--- src/rtl/poi_pkg.sv ---
// ----------------------------------------------------------------------------
// Planar odometry integrator package
// Shared widths, polynomial constants, sequencer states and helpers.
// ----------------------------------------------------------------------------
package poi_pkg;

	// Yaw resolution in bits: one full turn is 2^ANGLE_BITS (range 10 to 24).
	localparam int ANGLE_BITS = 16;
	// Shift that takes rate * time_step down to yaw units.
	localparam int TURN_SHIFT = 32 - ANGLE_BITS;

	localparam int SPEED_W = 16;
	localparam int RATE_W  = 20;
	localparam int STEP_W  = 16;
	localparam int POS_W   = 40;
	localparam int HEAD_W  = 16;

	// Shared multiplier operand and product widths.
	localparam int MUL_A_W = 34;
	localparam int MUL_B_W = 18;
	localparam int PROD_W  = MUL_A_W + MUL_B_W;

	// Reset value of the time step register (0.1 s in unsigned Q0.16).
	localparam logic [STEP_W-1:0] STEP_RESET = 16'd6554;

	// Quarter-wave sine polynomial coefficients, Q15.
	localparam logic [15:0] SIN_C1 = 16'd51472;
	localparam logic [15:0] SIN_C3 = 16'd21083;
	localparam logic [15:0] SIN_C5 = 16'd2379;
	localparam logic [15:0] QUARTER_TURN = 16'd16384;
	localparam logic [15:0] SIN_MAX = 16'd32767;

	typedef enum logic [4:0] {
		S_IDLE,
		S_TURN,
		S_YAW,
		S_SU,
		S_SU2,
		S_SC5,
		S_SINNER,
		S_SM3,
		S_SSV,
		S_SM5,
		S_SRES,
		S_V1,
		S_V2,
		S_V3,
		S_V4,
		S_V5,
		S_V6,
		S_V7
	} poi_state_t;

	// Top 16 bits of the yaw as a binary angle, zero padded for narrow yaw.
	function automatic logic [HEAD_W-1:0] yaw_top16(input logic [ANGLE_BITS-1:0] y);
		logic [ANGLE_BITS+HEAD_W-1:0] e;
		e = {y, {HEAD_W{1'b0}}};
		return e[ANGLE_BITS+HEAD_W-1 -: HEAD_W];
	endfunction

endpackage

--- src/rtl/poi_if.sv ---
// ----------------------------------------------------------------------------
// Planar odometry integrator channels
// Command, pose and time step channels with valid/ready handshakes.
// ----------------------------------------------------------------------------
interface poi_cmd_if;
	logic                                 valid;
	logic                                 ready;
	logic signed [poi_pkg::SPEED_W-1:0]   linear_x;
	logic signed [poi_pkg::SPEED_W-1:0]   linear_y;
	logic signed [poi_pkg::RATE_W-1:0]    angular_rate;

	modport source (output valid, output linear_x, output linear_y, output angular_rate,
		input ready);
	modport sink (input valid, input linear_x, input linear_y, input angular_rate,
		output ready);
endinterface

interface poi_pose_if;
	logic                                 valid;
	logic                                 ready;
	logic signed [poi_pkg::POS_W-1:0]     pos_x;
	logic signed [poi_pkg::POS_W-1:0]     pos_y;
	logic [poi_pkg::HEAD_W-1:0]           heading;
	logic signed [poi_pkg::SPEED_W-1:0]   speed_echo;
	logic signed [poi_pkg::RATE_W-1:0]    turn_echo;

	modport source (output valid, output pos_x, output pos_y, output heading,
		output speed_echo, output turn_echo, input ready);
	modport sink (input valid, input pos_x, input pos_y, input heading,
		input speed_echo, input turn_echo, output ready);
endinterface

interface poi_cfg_if;
	logic                                 valid;
	logic                                 ready;
	logic [poi_pkg::STEP_W-1:0]           time_step;

	modport source (output valid, output time_step, input ready);
	modport sink (input valid, input time_step, output ready);
endinterface

--- src/rtl/planar_odometry_integrator_unit.sv ---
// ----------------------------------------------------------------------------
// Planar odometry integrator
// Dead-reckoning pose update from one body velocity command per beat.
// ----------------------------------------------------------------------------
// Steps: turn, half turn on the yaw, sine, cosine, rotation, scaling, output.
// A new command is taken only once the step before it is done; every product of
// the step goes through a single shared 34 x 18 multiplier, one product per cycle.
// Reset (arst_n low, asynchronous): pose and heading clear to zero, the time
// step returns to 0.1 s and both channels come out of reset empty.
// ----------------------------------------------------------------------------
module planar_odometry_integrator_unit (
	input  logic          clk,
	input  logic          arst_n,
	poi_cmd_if.sink       cmd,
	poi_pose_if.source    pose,
	poi_cfg_if.sink       cfg
);

	localparam int AB = poi_pkg::ANGLE_BITS;

	// Sequencer state. The command channel is only open in idle; the pose
	// beat sits in its own output register so a new command can be taken
	// while the previous result still waits on the sink.
	poi_pkg::poi_state_t state_q, state_d;

	// Architectural state and configuration.
	logic [poi_pkg::STEP_W-1:0]         ts_q;
	logic [poi_pkg::POS_W-1:0]          pos_x_q;
	logic [poi_pkg::POS_W-1:0]          pos_y_q;
	logic [AB-1:0]                      yaw_q;
	logic                               cos_sel_q;
	logic                               out_valid_q;

	// Latched command.
	logic signed [poi_pkg::SPEED_W-1:0] vx_q;
	logic signed [poi_pkg::SPEED_W-1:0] vy_q;
	logic signed [poi_pkg::RATE_W-1:0]  rate_q;

	// Working registers of the step.
	logic [AB-1:0]                      half2_q;
	logic [15:0]                        u_q;
	logic                               neg_q;
	logic [15:0]                        u2_q;
	logic [15:0]                        inner_q;
	logic [15:0]                        poly_q;
	logic signed [15:0]                 sin_q;
	logic signed [15:0]                 cos_q;
	logic signed [32:0]                 acc_q;
	logic signed [32:0]                 wx_q;
	logic signed [32:0]                 wy_q;

	// The shared multiplier and its product register.
	logic signed [poi_pkg::MUL_A_W-1:0] mul_a;
	logic signed [poi_pkg::MUL_B_W-1:0] mul_b;
	logic signed [poi_pkg::PROD_W-1:0]  prod_q;

	// Output register.
	logic [poi_pkg::POS_W-1:0]          out_x_q;
	logic [poi_pkg::POS_W-1:0]          out_y_q;
	logic [poi_pkg::HEAD_W-1:0]         out_head_q;
	logic signed [poi_pkg::SPEED_W-1:0] out_speed_q;
	logic signed [poi_pkg::RATE_W-1:0]  out_turn_q;

	// Derived values read straight off registers.
	logic                               cmd_take;
	logic                               finish;
	logic [AB:0]                        full_lo;
	logic [15:0]                        angle;
	logic [14:0]                        mirror;
	logic [16:0]                        mag;
	logic [15:0]                        sat_mag;
	logic signed [15:0]                 trig_val;
	logic [poi_pkg::POS_W-1:0]          delta;
	logic [AB-1:0]                      yaw_end;

	assign cmd.ready = (state_q == poi_pkg::S_IDLE);
	assign cfg.ready = 1'b1;
	assign cmd_take  = cmd.valid && cmd.ready;
	assign finish    = (state_q == poi_pkg::S_V7) && (!out_valid_q || pose.ready);

	// Turn of the step in yaw units. Only the low AB+1 bits matter: the first
	// half is bits AB..1 and the second half is the rest, both modulo the yaw.
	assign full_lo = prod_q[poi_pkg::TURN_SHIFT +: AB+1];

	// Midpoint angle for sine, or a quarter turn on for cosine.
	assign angle  = poi_pkg::yaw_top16(yaw_q) + (cos_sel_q ? poi_pkg::QUARTER_TURN : 16'd0);
	assign mirror = 15'(poi_pkg::QUARTER_TURN) - {1'b0, angle[13:0]};

	// Last product of the polynomial, clamped to just under one, then signed
	// by the half of the circle that the angle falls in.
	assign mag      = prod_q[31:15];
	assign sat_mag  = (mag > 17'(poi_pkg::SIN_MAX)) ? poi_pkg::SIN_MAX : mag[15:0];
	assign trig_val = neg_q ? -$signed(sat_mag) : $signed(sat_mag);

	// World displacement: the scaled velocity product with its fraction
	// dropped by a flooring shift.
	assign delta   = {{(poi_pkg::POS_W - (poi_pkg::PROD_W - 23)){prod_q[poi_pkg::PROD_W-1]}},
		prod_q[poi_pkg::PROD_W-1:23]};
	assign yaw_end = yaw_q + half2_q;

	// Next state and multiplier operand selection.
	always_comb begin
		state_d = state_q;
		mul_a   = '0;
		mul_b   = '0;
		unique case (state_q)
			poi_pkg::S_IDLE: begin
				if (cmd.valid) begin
					state_d = poi_pkg::S_TURN;
				end
			end
			poi_pkg::S_TURN: begin
				mul_a   = {{(poi_pkg::MUL_A_W - poi_pkg::RATE_W){rate_q[poi_pkg::RATE_W-1]}}, rate_q};
				mul_b   = {2'b00, ts_q};
				state_d = poi_pkg::S_YAW;
			end
			poi_pkg::S_YAW: begin
				state_d = poi_pkg::S_SU;
			end
			poi_pkg::S_SU: begin
				state_d = poi_pkg::S_SU2;
			end
			poi_pkg::S_SU2: begin
				mul_a   = {18'd0, u_q};
				mul_b   = {2'b00, u_q};
				state_d = poi_pkg::S_SC5;
			end
			poi_pkg::S_SC5: begin
				mul_a   = {18'd0, poi_pkg::SIN_C5};
				mul_b   = {2'b00, prod_q[30:15]};
				state_d = poi_pkg::S_SINNER;
			end
			poi_pkg::S_SINNER: begin
				state_d = poi_pkg::S_SM3;
			end
			poi_pkg::S_SM3: begin
				mul_a   = {18'd0, u2_q};
				mul_b   = {2'b00, inner_q};
				state_d = poi_pkg::S_SSV;
			end
			poi_pkg::S_SSV: begin
				state_d = poi_pkg::S_SM5;
			end
			poi_pkg::S_SM5: begin
				mul_a   = {18'd0, u_q};
				mul_b   = {2'b00, poly_q};
				state_d = poi_pkg::S_SRES;
			end
			poi_pkg::S_SRES: begin
				state_d = cos_sel_q ? poi_pkg::S_V1 : poi_pkg::S_SU;
			end
			poi_pkg::S_V1: begin
				mul_a   = {{18{vx_q[15]}}, vx_q};
				mul_b   = {{2{cos_q[15]}}, cos_q};
				state_d = poi_pkg::S_V2;
			end
			poi_pkg::S_V2: begin
				mul_a   = {{18{vy_q[15]}}, vy_q};
				mul_b   = {{2{sin_q[15]}}, sin_q};
				state_d = poi_pkg::S_V3;
			end
			poi_pkg::S_V3: begin
				mul_a   = {{18{vx_q[15]}}, vx_q};
				mul_b   = {{2{sin_q[15]}}, sin_q};
				state_d = poi_pkg::S_V4;
			end
			poi_pkg::S_V4: begin
				mul_a   = {{18{vy_q[15]}}, vy_q};
				mul_b   = {{2{cos_q[15]}}, cos_q};
				state_d = poi_pkg::S_V5;
			end
			poi_pkg::S_V5: begin
				mul_a   = {wx_q[32], wx_q};
				mul_b   = {2'b00, ts_q};
				state_d = poi_pkg::S_V6;
			end
			poi_pkg::S_V6: begin
				mul_a   = {wy_q[32], wy_q};
				mul_b   = {2'b00, ts_q};
				state_d = poi_pkg::S_V7;
			end
			poi_pkg::S_V7: begin
				if (!out_valid_q || pose.ready) begin
					state_d = poi_pkg::S_IDLE;
				end
			end
			default: begin
				state_d = poi_pkg::S_IDLE;
			end
		endcase
	end

	always_ff @(posedge clk or negedge arst_n) begin
		if (!arst_n) begin
			state_q <= poi_pkg::S_IDLE;
		end else begin
			state_q <= state_d;
		end
	end

	// Control, pose and configuration registers.
	always_ff @(posedge clk or negedge arst_n) begin
		if (!arst_n) begin
			ts_q        <= poi_pkg::STEP_RESET;
			pos_x_q     <= '0;
			pos_y_q     <= '0;
			yaw_q       <= '0;
			cos_sel_q   <= 1'b0;
			out_valid_q <= 1'b0;
		end else begin
			if (cfg.valid && cfg.ready) begin
				ts_q <= cfg.time_step;
			end
			if (state_q == poi_pkg::S_YAW) begin
				yaw_q     <= yaw_q + full_lo[AB:1];
				cos_sel_q <= 1'b0;
			end
			if (state_q == poi_pkg::S_SRES) begin
				cos_sel_q <= 1'b1;
			end
			if (state_q == poi_pkg::S_V6) begin
				pos_x_q <= pos_x_q + delta;
			end
			if (finish) begin
				pos_y_q <= pos_y_q + delta;
				yaw_q   <= yaw_end;
			end
			if (finish) begin
				out_valid_q <= 1'b1;
			end else if (pose.ready) begin
				out_valid_q <= 1'b0;
			end
		end
	end

	// Datapath registers; none of these needs a reset.
	always_ff @(posedge clk) begin
		if (state_q != poi_pkg::S_V7) begin
			prod_q <= mul_a * mul_b;
		end
		if (cmd_take) begin
			vx_q   <= cmd.linear_x;
			vy_q   <= cmd.linear_y;
			rate_q <= cmd.angular_rate;
		end
		case (state_q)
			poi_pkg::S_YAW: begin
				half2_q <= full_lo[AB-1:0] - full_lo[AB:1];
			end
			poi_pkg::S_SU: begin
				u_q   <= angle[14] ? {mirror, 1'b0} : {1'b0, angle[13:0], 1'b0};
				neg_q <= angle[15];
			end
			poi_pkg::S_SC5: begin
				u2_q <= prod_q[30:15];
			end
			poi_pkg::S_SINNER: begin
				inner_q <= poi_pkg::SIN_C3 - prod_q[30:15];
			end
			poi_pkg::S_SSV: begin
				poly_q <= poi_pkg::SIN_C1 - prod_q[30:15];
			end
			poi_pkg::S_SRES: begin
				if (cos_sel_q) begin
					cos_q <= trig_val;
				end else begin
					sin_q <= trig_val;
				end
			end
			poi_pkg::S_V2: begin
				acc_q <= prod_q[32:0];
			end
			poi_pkg::S_V3: begin
				wx_q <= acc_q - $signed(prod_q[32:0]);
			end
			poi_pkg::S_V4: begin
				acc_q <= prod_q[32:0];
			end
			poi_pkg::S_V5: begin
				wy_q <= acc_q + $signed(prod_q[32:0]);
			end
			default: begin
			end
		endcase
		if (finish) begin
			out_x_q     <= pos_x_q;
			out_y_q     <= pos_y_q + delta;
			out_head_q  <= poi_pkg::yaw_top16(yaw_end);
			out_speed_q <= vx_q;
			out_turn_q  <= rate_q;
		end
	end

	assign pose.valid      = out_valid_q;
	assign pose.pos_x      = out_x_q;
	assign pose.pos_y      = out_y_q;
	assign pose.heading    = out_head_q;
	assign pose.speed_echo = out_speed_q;
	assign pose.turn_echo  = out_turn_q;

	// A taken command always starts the step with the turn product.
	assert property (@(posedge clk) disable iff (!arst_n)
		cmd_take |=> (state_q == poi_pkg::S_TURN))
		else $error("command beat taken but the step did not start");

	// Finishing a step always leaves a pose beat on offer.
	assert property (@(posedge clk) disable iff (!arst_n)
		finish |=> pose.valid)
		else $error("step finished without a pose beat");

	// The clamped sine and cosine never reach minus one.
	assert property (@(posedge clk) disable iff (!arst_n)
		(state_q == poi_pkg::S_V1) |-> (sin_q != -16'sd32768 && cos_q != -16'sd32768))
		else $error("sine or cosine out of range");

endmodule

--- src/flat_wrapper.sv ---
// flat-port wrapper written by rule: the top's interface ports become plain ports
module planar_odometry_integrator_unit_flat 
  (clk, arst_n, cmd_valid, cmd_linear_x, cmd_linear_y, cmd_angular_rate, cmd_ready, pose_valid, pose_pos_x, pose_pos_y, pose_heading, pose_speed_echo, pose_turn_echo, pose_ready, cfg_valid, cfg_time_step, cfg_ready);
  poi_cmd_if cmd_i ();
  poi_pose_if pose_i ();
  poi_cfg_if cfg_i ();
  input  logic clk;
  input  logic arst_n;
  input wire logic [$bits(cmd_i.valid)-1:0] cmd_valid;
  input wire logic [$bits(cmd_i.linear_x)-1:0] cmd_linear_x;
  input wire logic [$bits(cmd_i.linear_y)-1:0] cmd_linear_y;
  input wire logic [$bits(cmd_i.angular_rate)-1:0] cmd_angular_rate;
  output wire logic [$bits(cmd_i.ready)-1:0] cmd_ready;
  output wire logic [$bits(pose_i.valid)-1:0] pose_valid;
  output wire logic [$bits(pose_i.pos_x)-1:0] pose_pos_x;
  output wire logic [$bits(pose_i.pos_y)-1:0] pose_pos_y;
  output wire logic [$bits(pose_i.heading)-1:0] pose_heading;
  output wire logic [$bits(pose_i.speed_echo)-1:0] pose_speed_echo;
  output wire logic [$bits(pose_i.turn_echo)-1:0] pose_turn_echo;
  input wire logic [$bits(pose_i.ready)-1:0] pose_ready;
  input wire logic [$bits(cfg_i.valid)-1:0] cfg_valid;
  input wire logic [$bits(cfg_i.time_step)-1:0] cfg_time_step;
  output wire logic [$bits(cfg_i.ready)-1:0] cfg_ready;
  assign cmd_i.valid = cmd_valid;
  assign cmd_i.linear_x = cmd_linear_x;
  assign cmd_i.linear_y = cmd_linear_y;
  assign cmd_i.angular_rate = cmd_angular_rate;
  assign cmd_ready = cmd_i.ready;
  assign pose_valid = pose_i.valid;
  assign pose_pos_x = pose_i.pos_x;
  assign pose_pos_y = pose_i.pos_y;
  assign pose_heading = pose_i.heading;
  assign pose_speed_echo = pose_i.speed_echo;
  assign pose_turn_echo = pose_i.turn_echo;
  assign pose_i.ready = pose_ready;
  assign cfg_i.valid = cfg_valid;
  assign cfg_i.time_step = cfg_time_step;
  assign cfg_ready = cfg_i.ready;
  planar_odometry_integrator_unit u_core (.clk(clk), .arst_n(arst_n), .cmd(cmd_i), .pose(pose_i), .cfg(cfg_i));
endmodule
--- config.mk ---
export PLATFORM = sky130hd
export DESIGN_NAME = planar_odometry_integrator_unit_flat
export DESIGN_NICKNAME = d
export VERILOG_FILES = /design/src/rtl/poi_pkg.sv /design/src/rtl/poi_if.sv /design/src/rtl/planar_odometry_integrator_unit.sv /design/src/flat_wrapper.sv
export SDC_FILE = /design/constraint.sdc
export NUM_CORES = 2
export LEC_CHECK = 0
export ABC_AREA = 1
export ABC_CLOCK_PERIOD_IN_PS = 9500
export BUFFER_PORTS_ARGS = -buffer_cell sky130_fd_sc_hd__buf_2
export CAP_MARGIN = 20
export CORE_MARGIN = 2
export CORE_UTILIZATION = 60
export DETAILED_ROUTE_END_ITERATION = 10
export PLACE_DENSITY = 0.74
export SLEW_MARGIN = 10
export SYNTH_ARGS = -nofsm -noshare
export SYNTH_HDL_FRONTEND = slang
export SYNTH_SLANG_ARGS = --single-unit
--- constraint.sdc ---
create_clock -name clk -period 9.5 [get_ports clk]
set_input_delay 1.9 -clock clk [delete_from_list [all_inputs] [get_ports clk]]
set_output_delay 1.9 -clock clk [all_outputs]
set_load 0.01 [all_outputs]
==> results.sh <==
export IMPL_netlist_area_um2=55900
export IMPL_synthCells=6789
export IMPL_synth_seq_area_share_pct=29.4
export IMPL_grt_usage_pct=39.0
export IMPL_io_pin_count=208
export IMPL_max_clock_freq_mhz=114
export IMPL_routed_wirelength_mm=185
export IMPL_tightest_slew_ns=1.08
export IMPL_synth_edf_count=447
export IMPL_yosys_top_cells_count="nand2_1 (1689), inv_1 (1397), nor2_1 (631)"
export IMPL_cp_slowest_stage_delay_ns=0.75
export IMPL_synth_largest_area_cell="edfxtp_1"
export IMPL_cp_max_fo=29
export IMPL_drv_slew=0
export IMPL_syn_avg_cell_area_um2=8.23
export IMPL_tns_ns=0
export IMPL_skew_ns=0.0260
export IMPL_synthDistinctLibCells=60
export IMPL_nets=7987
export IMPL_core_um2=91900
export IMPL_dieArea_um2=95600
export IMPL_placement_io_buffers=206
export IMPL_grt_pass1_vias=47933
export IMPL_synth_top_cells_by_area="edfxtp_1 (24%), fa_1 (21%), nand2_1 (11%), inv_1 (9.4%), ha_1 (7.8%)"
export IMPL_drtIter0Drc=4762
export IMPL_drive_above_1_share_pct=7.25
export IMPL_rows=111
export IMPL_dr_pass1_iters=6
export IMPL_cts_tree="built"
export IMPL_routedWlPerCell_um=22.3
export IMPL_syn_to_final_growth_pct=8.23
export IMPL_fin_crit_ns=8.81
export IMPL_final_cell_area_um2=60500
export IMPL_grt_antenna_before_repair=4
export IMPL_clock_sinks=566
export IMPL_die_y_um=309
export IMPL_grt_max_degree=76
export IMPL_cts_setup_buffers=0
export IMPL_fin_crit_sh_pct=92.7
export IMPL_yosys_warnings=0
export IMPL_dp_hpwl_mm=148
export IMPL_die_x_um=309
export IMPL_clock_latency_ns=0.68
export IMPL_cts_max_level=2
export IMPL_async_reset_ff_share_pct=21.0
export IMPL_drv_cap=0
export IMPL_cts_max_path_buffers=3
export IMPL_synth_most_common_cell="nand2_1"
export IMPL_cts_root_buf="clkbuf_16"
export IMPL_vias=47303
export IMPL_crit_required_ns=9.92
export IMPL_vias_per_cell=5.71
export IMPL_setup_viol=0
export IMPL_critPathKind="reg -> reg"
export IMPL_maxSlewHeadroom_pct=28.0
export IMPL_cp_arrival_ns=9.23
export IMPL_drc=0
export IMPL_grt_pass1_wl_mm=279
export IMPL_synthFlopType="edfxtp_1"
export IMPL_rsz0062_at_grt="no"
export IMPL_ctsHoldBuffers=0
export IMPL_ys_ff_latch=566
export IMPL_ctsResizeCount=0
export IMPL_worstSetupEndpointType="register"
export IMPL_cp_slowest_cell="nor2_2"
export IMPL_hold_viol=0
export IMPL_gp_congestion=1.04
export IMPL_worstSetupStartpointType="register"
export IMPL_place_area_um2=58500
export IMPL_synth_fp_nets=7793
export IMPL_synth_top_cell_area_share_pct=24.0
export IMPL_hold_path_class="reg -> reg"
export IMPL_run_status="finished, final reports clean"
export IMPL_numCtsBuffers=58
export IMPL_ant_nets=0
export IMPL_clkTransAtPathRegs_ns=0.07
export IMPL_overflow=0
export IMPL_start_util_pct=60.8
## metal layers
metal  part of all wire, %  wire length [um]  GRT usage, %
met5                     0                 0             0
met4                   5.8             10800          20.2
met3                   9.5             17600          7.85
met2                    46             85300          63.0
met1                    38             70800          49.9
## worst max-delay path: cells and delay by family, from the launching register on
kind                     cells  cell delay (ns)
adder cells (fa/ha/maj)      7             3.32
flip-flops                   1             0.48
AND/OR/NAND/NOR             15             3.17
buffers and inverters        9             1.56
## kinds of logic (layout without fill, tap and decap cells)
group	count (synthesis)	in the layout	synth area share (%)
buf+inv	1588	1831	11.1
mux	16	16	0.322
compound gates	657	657	6.61
fa+ha+maj	931	931	28.7
xor+xnor	193	193	3.02
flops	566	566	29.4
other cells	1	4	0.00671
simple gates	2837	2837	21.0
## registers in the layout, indices dropped and copies added, names as in the netlist, 20 cells and up
signal	cells
u_core.acc_q	33
u_core.pos_x_q	40
u_core.pos_y_q	40
u_core.pose.pos_x	40
u_core.pose.pos_y	40
u_core.pose.turn_echo	20
u_core.prod_q	52
u_core.rate_q	20
u_core.wx_q	33
u_core.wy_q	33
## path summary, 6_finish.rpt
| kind | start | end | slack (ns) | cells after the start |
|---|---|---|---|---|
| worst max register to register | u_core.state_q[0]$_DFFE_PN0P_ | u_core.prod_q[42]$_DFFE_PP_ | 0.69 | 31 |
| min in group asynchronous | arst_n | u_core.state_q[2]$_DFFE_PN0P_ | 1.22 | 1 |
| worst min-delay path | u_core.rate_q[10]$_DFFE_PP_ | u_core.pose.turn_echo[10]$_DFFE_PP_ | 0.45 | 0 |
| max in group asynchronous | arst_n | u_core.pos_x_q[3]$_DFFE_PN0N_ | 6.82 | 2 |
| worst max-delay path | u_core.state_q[0]$_DFFE_PN0P_ | u_core.prod_q[42]$_DFFE_PP_ | 0.69 | 31 |
| worst min register to register | u_core.rate_q[10]$_DFFE_PP_ | u_core.pose.turn_echo[10]$_DFFE_PP_ | 0.45 | 0 |
## area by class of cell
| cell class | instances | area [um2] |
|---|---|---|
| Multi-Input combinational cell | 4635 | 33400 |
| Fill cell | 7794 | 31400 |
| Sequential cell | 566 | 16400 |
| Inverter | 1425 | 5360 |
| Timing Repair Buffer | 297 | 1780 |
| Tap cell | 1243 | 1560 |
| Clock buffer | 73 | 1550 |
| Clock inverter | 36 | 465 |
| Antenna cell | 3 | 7.51 |
## through the flow
stage	std cells	hold slack (ns)	utilization (%)	setup slack, ns
3_3_place_gp	8165	0.440	63.6	0.403
6_report	8278	0.454	65.8	0.693
2_1_floorplan	6789	0.426	-	2.34
4_1_cts	8275	0.447	65.8	0.820
5_1_grt	8278	0.464	65.8	0.375
3_5_place_dp	8166	0.440	63.6	0.839
## cell usage in the layout (no fill, tap or decap), types with 11 or more instances in the layout
master,instances
ha_1,349
a21oi_1,289
nand2_1,1688
nor2_1,624
buf_4,86
o21a_1,11
xor2_1,154
nand3b_1,30
inv_2,22
nand3_1,259
xnor2_1,39
nor4_1,12
a22o_1,29
o21ai_0,218
nand4_1,74
and2_1,27
nor2_2,17
mux2_2,16
clkbuf_1,11
a21o_1,17
a31oi_1,13
edfxtp_1,447
dfrtp_1,112
o21bai_1,32
nor3_1,53
clkbuf_16,58
or2_2,12
inv_1,1396
buf_2,205
fa_1,582
Power is not shown: default switching activity piles up to over one toggle a cycle in this logic, so the estimate is an artifact.
